[config.mk]
export PLATFORM = sky130hd
export DESIGN_NAME = uart_registers_with_rx_fifo_top
export DESIGN_NICKNAME = d
export VERILOG_FILES = /design/src/rtl/core/uart_rf_pkg.sv /design/src/rtl/core/uart_registers_with_rx_fifo_top.sv
export SDC_FILE = /design/constraint.sdc
export NUM_CORES = 1
export LEC_CHECK = 0
export CELL_PAD_IN_SITES_DETAIL_PLACEMENT = 2
export CELL_PAD_IN_SITES_GLOBAL_PLACEMENT = 2
export CORE_UTILIZATION = 40
export CTS_CLUSTER_SIZE = 12
export DETAILED_ROUTE_END_ITERATION = 16
export DONT_BUFFER_PORTS = 1
export HOLD_SLACK_MARGIN = 0.15
export PLACE_DENSITY_LB_ADDON = 0.1
export REMOVE_ABC_BUFFERS = 1
export SETUP_SLACK_MARGIN = 0.5
export SYNTH_ARGS = -nofsm -noshare
export SYNTH_HDL_FRONTEND = slang
export SYNTH_SLANG_ARGS = --single-unit
[constraint.sdc]
create_clock -name i_clk -period 2.2 [get_ports i_clk]
set_input_delay 0.44 -clock i_clk [delete_from_list [all_inputs] [get_ports i_clk]]
set_output_delay 0.44 -clock i_clk [all_outputs]
set_load 0.02 [all_outputs]
[src/rtl/core/uart_rf_pkg.sv]
// ----------------------------------------------------------------------------
// uart_rf_pkg
// Shared constants, codes and transaction types for the UART register block.
// ----------------------------------------------------------------------------
package uart_rf_pkg;

    localparam int FIFO_DEPTH = 4;
    localparam int PTR_W      = (FIFO_DEPTH > 1) ? $clog2(FIFO_DEPTH) : 1;
    localparam int CNT_W      = $clog2(FIFO_DEPTH + 1);

    localparam logic [1:0] CMD_READ  = 2'd0;
    localparam logic [1:0] CMD_WRITE = 2'd1;
    localparam logic [1:0] CMD_RX    = 2'd2;

    localparam logic [4:0] REG_ID0    = 5'h00;
    localparam logic [4:0] REG_ID1    = 5'h04;
    localparam logic [4:0] REG_ID2    = 5'h08;
    localparam logic [4:0] REG_ID3    = 5'h0c;
    localparam logic [4:0] REG_DATA   = 5'h10;
    localparam logic [4:0] REG_STATUS = 5'h14;
    localparam logic [4:0] REG_BAUDL  = 5'h18;
    localparam logic [4:0] REG_BAUDH  = 5'h1c;

    localparam int ST_TXEMPTY = 7;
    localparam int ST_TX_IE   = 6;
    localparam int ST_RXEMPTY = 5;
    localparam int ST_ROOM1   = 4;
    localparam int ST_RXFULL  = 3;
    localparam int ST_RX_IE   = 2;

    typedef struct packed {
        logic [1:0] cmd;
        logic [4:0] addr;
        logic [7:0] wdata;
        logic [7:0] rx_byte;
    } t_in;

    typedef struct packed {
        logic [7:0] rdata;
        logic       tx_valid;
        logic [7:0] tx_byte;
        logic       irq;
        logic       bus_error;
        logic       rx_dropped;
        logic       rx_ready;
    } t_out;

endpackage

[src/rtl/core/uart_registers_with_rx_fifo_top.sv]
// Results: a transaction's result is held in stage 1 from acceptance, then
//   moves to the output register once that register is empty or being taken.
// Throughput: 1 transaction per cycle when not stalled; the FIFO memory port takes
//   one read and one write per cycle, its read data registered in the next stage.
// Two result stages sit between the sides, so input is taken while a result waits.
// Reset: synchronous, active low; clears FIFO pointers, enables, baud divisor.
// ----------------------------------------------------------------------------
// uart_registers_with_rx_fifo_top
// Byte-wide UART register file with a receive FIFO held in a synchronous
// memory. State is updated at acceptance; FIFO read data joins the next stage.
// ----------------------------------------------------------------------------
module uart_registers_with_rx_fifo_top (
    input  logic              i_clk,
    input  logic              i_rst_n,
    input  logic              i_valid,
    output logic              o_ready,
    input  uart_rf_pkg::t_in  i_item,
    output logic              o_valid,
    input  logic              i_ready,
    output uart_rf_pkg::t_out o_res
);
    import uart_rf_pkg::*;

    logic [7:0]       r_fifo_mem [FIFO_DEPTH];
    logic [7:0]       r_mem_q;

    logic [PTR_W-1:0] r_head, n_head;
    logic [CNT_W-1:0] r_count, n_count;
    logic             r_rx_ie, n_rx_ie;
    logic             r_tx_ie, n_tx_ie;
    logic [15:0]      r_baud, n_baud;

    logic             r_s1_v;
    t_out             r_s1, n_s1;
    logic             r_s1_pop, n_pop;
    logic             r_out_v;
    t_out             r_out;

    logic             accept;
    logic             s1_move;
    logic             mem_we;
    logic             mem_re;
    logic             fifo_full;
    logic [PTR_W-1:0] head_inc;
    logic [CNT_W:0]   slot_sum;
    logic [PTR_W-1:0] slot;
    logic [7:0]       status;

    assign s1_move = r_s1_v && (!r_out_v || i_ready);
    assign o_ready = !r_s1_v || s1_move;
    assign accept  = i_valid && o_ready;

    assign fifo_full = (r_count == CNT_W'(FIFO_DEPTH));
    assign head_inc  = (r_head == PTR_W'(FIFO_DEPTH - 1)) ? '0 : r_head + PTR_W'(1);

    always_comb begin
        slot_sum = (CNT_W+1)'(r_head) + (CNT_W+1)'(r_count);
        if (slot_sum >= (CNT_W+1)'(FIFO_DEPTH)) begin
            slot_sum = slot_sum - (CNT_W+1)'(FIFO_DEPTH);
        end
        slot = slot_sum[PTR_W-1:0];
    end

    always_comb begin
        status             = '0;
        status[ST_TXEMPTY] = 1'b1;
        status[ST_TX_IE]   = r_tx_ie;
        status[ST_RXEMPTY] = (r_count == '0);
        status[ST_ROOM1]   = (r_count == CNT_W'(FIFO_DEPTH - 1));
        status[ST_RXFULL]  = fifo_full;
        status[ST_RX_IE]   = r_rx_ie;
    end

    always_comb begin
        n_head  = r_head;
        n_count = r_count;
        n_rx_ie = r_rx_ie;
        n_tx_ie = r_tx_ie;
        n_baud  = r_baud;
        n_s1    = '0;
        n_pop   = 1'b0;
        mem_we  = 1'b0;
        mem_re  = 1'b0;
        case (i_item.cmd)
            CMD_READ: begin
                unique case (i_item.addr) inside
                    REG_ID0, REG_ID1, REG_ID2, REG_ID3: begin
                    end
                    REG_DATA: begin
                        if (r_count != '0) begin
                            n_pop   = 1'b1;
                            mem_re  = accept;
                            n_head  = head_inc;
                            n_count = r_count - CNT_W'(1);
                        end
                    end
                    REG_STATUS: n_s1.rdata = status;
                    REG_BAUDL:  n_s1.rdata = r_baud[7:0];
                    REG_BAUDH:  n_s1.rdata = r_baud[15:8];
                    default:    n_s1.bus_error = 1'b1;
                endcase
            end
            CMD_WRITE: begin
                unique case (i_item.addr) inside
                    REG_ID0, REG_ID1, REG_ID2, REG_ID3: begin
                    end
                    REG_DATA: begin
                        n_s1.tx_valid = 1'b1;
                        n_s1.tx_byte  = i_item.wdata;
                    end
                    REG_STATUS: begin
                        n_tx_ie = i_item.wdata[ST_TX_IE];
                        n_rx_ie = i_item.wdata[ST_RX_IE];
                    end
                    REG_BAUDL: n_baud = {r_baud[15:8], i_item.wdata};
                    REG_BAUDH: n_baud = {i_item.wdata, r_baud[7:0]};
                    default:   n_s1.bus_error = 1'b1;
                endcase
            end
            CMD_RX: begin
                if (fifo_full) begin
                    n_s1.rx_dropped = 1'b1;
                end else begin
                    mem_we  = accept;
                    n_count = r_count + CNT_W'(1);
                end
            end
            default: begin
            end
        endcase
        n_s1.irq      = (n_rx_ie && (n_count != '0)) || n_tx_ie;
        n_s1.rx_ready = (n_count != CNT_W'(FIFO_DEPTH));
    end

    // FIFO memory: one write and one registered read per cycle
    always_ff @(posedge i_clk) begin
        if (mem_we) begin
            r_fifo_mem[slot] <= i_item.rx_byte;
        end
        if (mem_re) begin
            r_mem_q <= r_fifo_mem[r_head];
        end
    end

    always_ff @(posedge i_clk) begin
        if (!i_rst_n) begin
            r_head  <= '0;
            r_count <= '0;
            r_rx_ie <= 1'b0;
            r_tx_ie <= 1'b0;
            r_baud  <= '0;
        end else if (accept) begin
            r_head  <= n_head;
            r_count <= n_count;
            r_rx_ie <= n_rx_ie;
            r_tx_ie <= n_tx_ie;
            r_baud  <= n_baud;
        end
    end

    always_ff @(posedge i_clk) begin
        if (!i_rst_n) begin
            r_s1_v <= 1'b0;
        end else if (accept) begin
            r_s1_v <= 1'b1;
        end else if (s1_move) begin
            r_s1_v <= 1'b0;
        end
    end

    always_ff @(posedge i_clk) begin
        if (accept) begin
            r_s1     <= n_s1;
            r_s1_pop <= n_pop;
        end
    end

    always_ff @(posedge i_clk) begin
        if (!i_rst_n) begin
            r_out_v <= 1'b0;
        end else if (s1_move) begin
            r_out_v <= 1'b1;
        end else if (i_ready) begin
            r_out_v <= 1'b0;
        end
    end

    always_ff @(posedge i_clk) begin
        if (s1_move) begin
            r_out       <= r_s1;
            r_out.rdata <= r_s1_pop ? r_mem_q : r_s1.rdata;
        end
    end

    assign o_valid = r_out_v;
    assign o_res   = r_out;

    a_count_bound: assert property (@(posedge i_clk) disable iff (!i_rst_n)
        r_count <= CNT_W'(FIFO_DEPTH))
        else $error("FIFO count beyond depth");

    a_drop_keeps_full: assert property (@(posedge i_clk) disable iff (!i_rst_n)
        (accept && i_item.cmd == CMD_RX && fifo_full) |=> fifo_full)
        else $error("dropped byte changed FIFO count");

    a_pop_decrements: assert property (@(posedge i_clk) disable iff (!i_rst_n)
        (accept && n_pop) |=> (r_count == $past(r_count) - CNT_W'(1)))
        else $error("pop did not decrement count");

    a_s1_holds: assert property (@(posedge i_clk) disable iff (!i_rst_n)
        (r_s1_v && !s1_move) |=> (r_s1_v && $stable(r_s1)))
        else $error("stalled stage lost its transaction");

    a_flags_exclusive: assert property (@(posedge i_clk) disable iff (!i_rst_n)
        r_out_v |-> !(r_out.tx_valid && (r_out.bus_error || r_out.rx_dropped)))
        else $error("conflicting result flags");

endmodule
==> metrics.cfg <==
[yosys]
ys.flop_type=edfxtp_1
ys_seq_area_frac=0.6821
avgSynthCellArea_um2=15.18
async_flop_share=0
synth_warnings=0
ys_seq_elements=108
synthSimpleGateAreaFrac=0.1163
synth-edff-count=83
synth_fa_ha_area_frac=0.01711
synth_xor_area_frac=0.007984
syn_inst=289
synth_top_family_by_area=simple AND/OR/NAND/NOR gates
synth.mux.area_fraction=0.1129
synth.distinct_cells=44
synthesis.area_um2=4388
synth_compound_area_frac=0.04505

[global_routing]
grt-ovfl-total=0
grt_pass1_vias=2883
grt_pass1_wl_mm=16.31
grt_antenna_before_repair=0
grt_max_degree=26
grt_usage=0.1976

[finish]
layout-drive-gt1-share=0.2976
regArea_um2=2999
multi_input_area_um2=1423
num_antenna_cells=0
synthToLayoutAreaGrowth_pct=18.85
final_area_um2=5215
fill_cells=990
nets=364

[clock_tree]
clock-sinks=108
cts_buffers=9
clk_latency_ns=0.38
cts_max_path_buffers=2
cts_tree=done
clockRootBuffer=clkbuf_8
clk_pin_slew_ns=0.11
htreeDepth=3

[critical_path]
cp_cell_sequence=inv_4, ha_4, or3_1, or4_4, o311ai_4, nand2_1, a21boi_1
critPathMaxFanout=3
critPathKind=reg -> reg
cpMaxStageDelayCell=or4_4
crit_path_end_kind=flip-flop
arrival_ns=2.18
required_ns=2.48
start_kind=flip-flop
critical_path.max_stage_delay_ns=0.44

[sta]
finalSetupTns_ns=0
max_freq_ghz=0.5282
setup_ws_ns=0.3069
slew_headroom=0.7195
setup_viol=0
finalHoldViolations=0
maxSlewViolCount=0
max_slew.worst_pin.slew_ns=0.4207
post-route-period-util=0.8605
layout_min_cycle_time_ns=1.893
rsz0062_at_grt=true
clock_skew_ns=0.02018

[die]
dieArea_um2=11390
die_h_um=106.7
core_um2=10460
fp.dieW_um=106.7
io_pins=50
initial_core_util=0.4194
rows=37

[drt]
dr_wl_met3_um=378
vias=2511
via_per_inst=5.320
final_antenna_net_count=0
wl_met1_mm=4.605
wl_mm=10.73
drc=0
wl_met2_mm=5.671
dr.pass1.iters=4
drt_iter0_drc=63
wl_per_cell_um=22.73
maxUsedRoutingLayer=met4

[placement]
placed_area_um2=4730
preCtsSetupSlack_ns=-0.05641
portBuffers=0
place_hpwl_mm=7.276
gp_congestion=0.7421

[hold_path]
hp-class=in -> reg

[power_and_ir_drop]
peakVddDrop_mv=0.2891
power_density_nw_per_um2=709.3
cellLeakagePower_nw=1.700

[run]
cap_violations=0

[status]
status=complete, no violations

metal layers:
layer	global-route usage	vias to the layer above
li1	-	1163
met1	0.2398	1295
met2	0.3521	47
met3	0.05046	6
met4	0.04403	0
met5	0	-
layout make-up:
cell class / count / area share
Clock buffer: 10 / 0.02639
Clock inverter: 6 / 0.01200
Inverter: 8 / 0.006478
Multi-Input combinational cell: 162 / 0.2728
Sequential cell: 108 / 0.5751
Tap cell: 136 / 0.03263
Timing Repair Buffer: 42 / 0.07462
placed cells by master (no fill, tap or decap), types with 5 or more instances in the layout:
cell type,n
edfxtp_1,83
buf_4,24
dfxtp_1,22
nor2b_1,19
mux2i_1,18
nor2_1,16
mux2_2,12
nand2_1,11
clkbuf_8,10
and2_1,9
dlygate4sd3_1,9
mux4_2,8
buf_6,7
a22oi_1,5
cells by family (layout without fill, tap and decap cells):
group | Yosys count | after routing
flip-flops | 108 | 108
AND/OR/NAND/NOR | 86 | 86
multiplexers | 38 | 38
AO/OA/AOI/OAI | 28 | 28
buffers and inverters | 19 | 66
adder cells (fa/ha/maj) | 6 | 6
XOR/XNOR | 4 | 4
synthesized netlist by cell type, drive strengths merged, types with 3 or more instances:
| library cell | count | area [µm²] |
|---|---|---|
| o21ai | 5 | 25.02 |
| mux2i | 18 | 180.2 |
| nor4 | 5 | 61.31 |
| dfxtp | 25 | 500.5 |
| or3 | 4 | 30.03 |
| nor2 | 16 | 60.06 |
| xnor2 | 3 | 26.28 |
| nand2 | 15 | 58.81 |
| and2 | 9 | 56.30 |
| buf | 3 | 21.27 |
| mux4 | 8 | 180.2 |
| nand3 | 4 | 20.02 |
| nor2b | 20 | 125.1 |
| a21boi | 6 | 45.04 |
| a21oi | 4 | 20.02 |
| ha | 6 | 75.07 |
| a22oi | 6 | 45.04 |
| clkbuf | 8 | 30.03 |
| inv | 7 | 26.28 |
| nor3 | 3 | 20.02 |
| edfxtp | 83 | 2492 |
| mux2 | 12 | 135.1 |
stage by stage:
step	hold WS, ns	instances	util	power [mW]
finish	0.1902	472	0.4984	3.699
global route	0.1670	472	0.4984	3.814
CTS	0.1553	466	0.4892	3.721
detailed placement	0.4056	440	0.4520	2.495
global placement	0.4007	440	0.4520	2.484
floorplan	0.4003	278	-	2.426
state kept, by name, summed over array words and instances, names as in the netlist:
name and cells:
r_fifo_mem 32, o_res 21, r_s1 21, r_baud 16, r_mem_q 8, r_count 3, r_head 2, o_valid 1
r_rx_ie 1, r_s1_pop 1, r_s1_v 1, r_tx_ie 1
power by group:
group	switching (mW)	internal (mW)	leakage, nW
Combinational	0.109	0.0953	0.613
Sequential	0.0476	2.24	0.984
Clock	0.729	0.475	0.103
final timing paths:
path / cells past startpoint / slack, ns / to / start
worst max-delay path: 7 / 0.31 / r_count[1] / r_count[1]
worst min-delay path: 1 / 0.19 / r_count[0] / i_rst_n
worst max register to register: 7 / 0.31 / r_count[1] / r_count[1]
worst min register to register: 0 / 0.43 / o_res[11] / r_s1[11]
worst max-delay path, delay by kind of cell (launching register included):
| family | cells | cell delay [ns] |
|---|---|---|
| compound gates | 2 | 0.29 |
| fa+ha+maj | 1 | 0.24 |
| buf+inv | 1 | 0.06 |
| flops | 1 | 0.37 |
| simple gates | 3 | 0.87 |
what timing repair did:
item / 4_1_cts / 5_1_grt
buffers inserted: 2 / 5
pin swaps: 5 / 3
endpoints found under the setup margin: 64 / 54
hold buffers: 8 / 1
resized for setup: 24 / 10
hold endpoints to repair: 32 / 1
No activity file was read; power rests on OpenSTA's default activity.
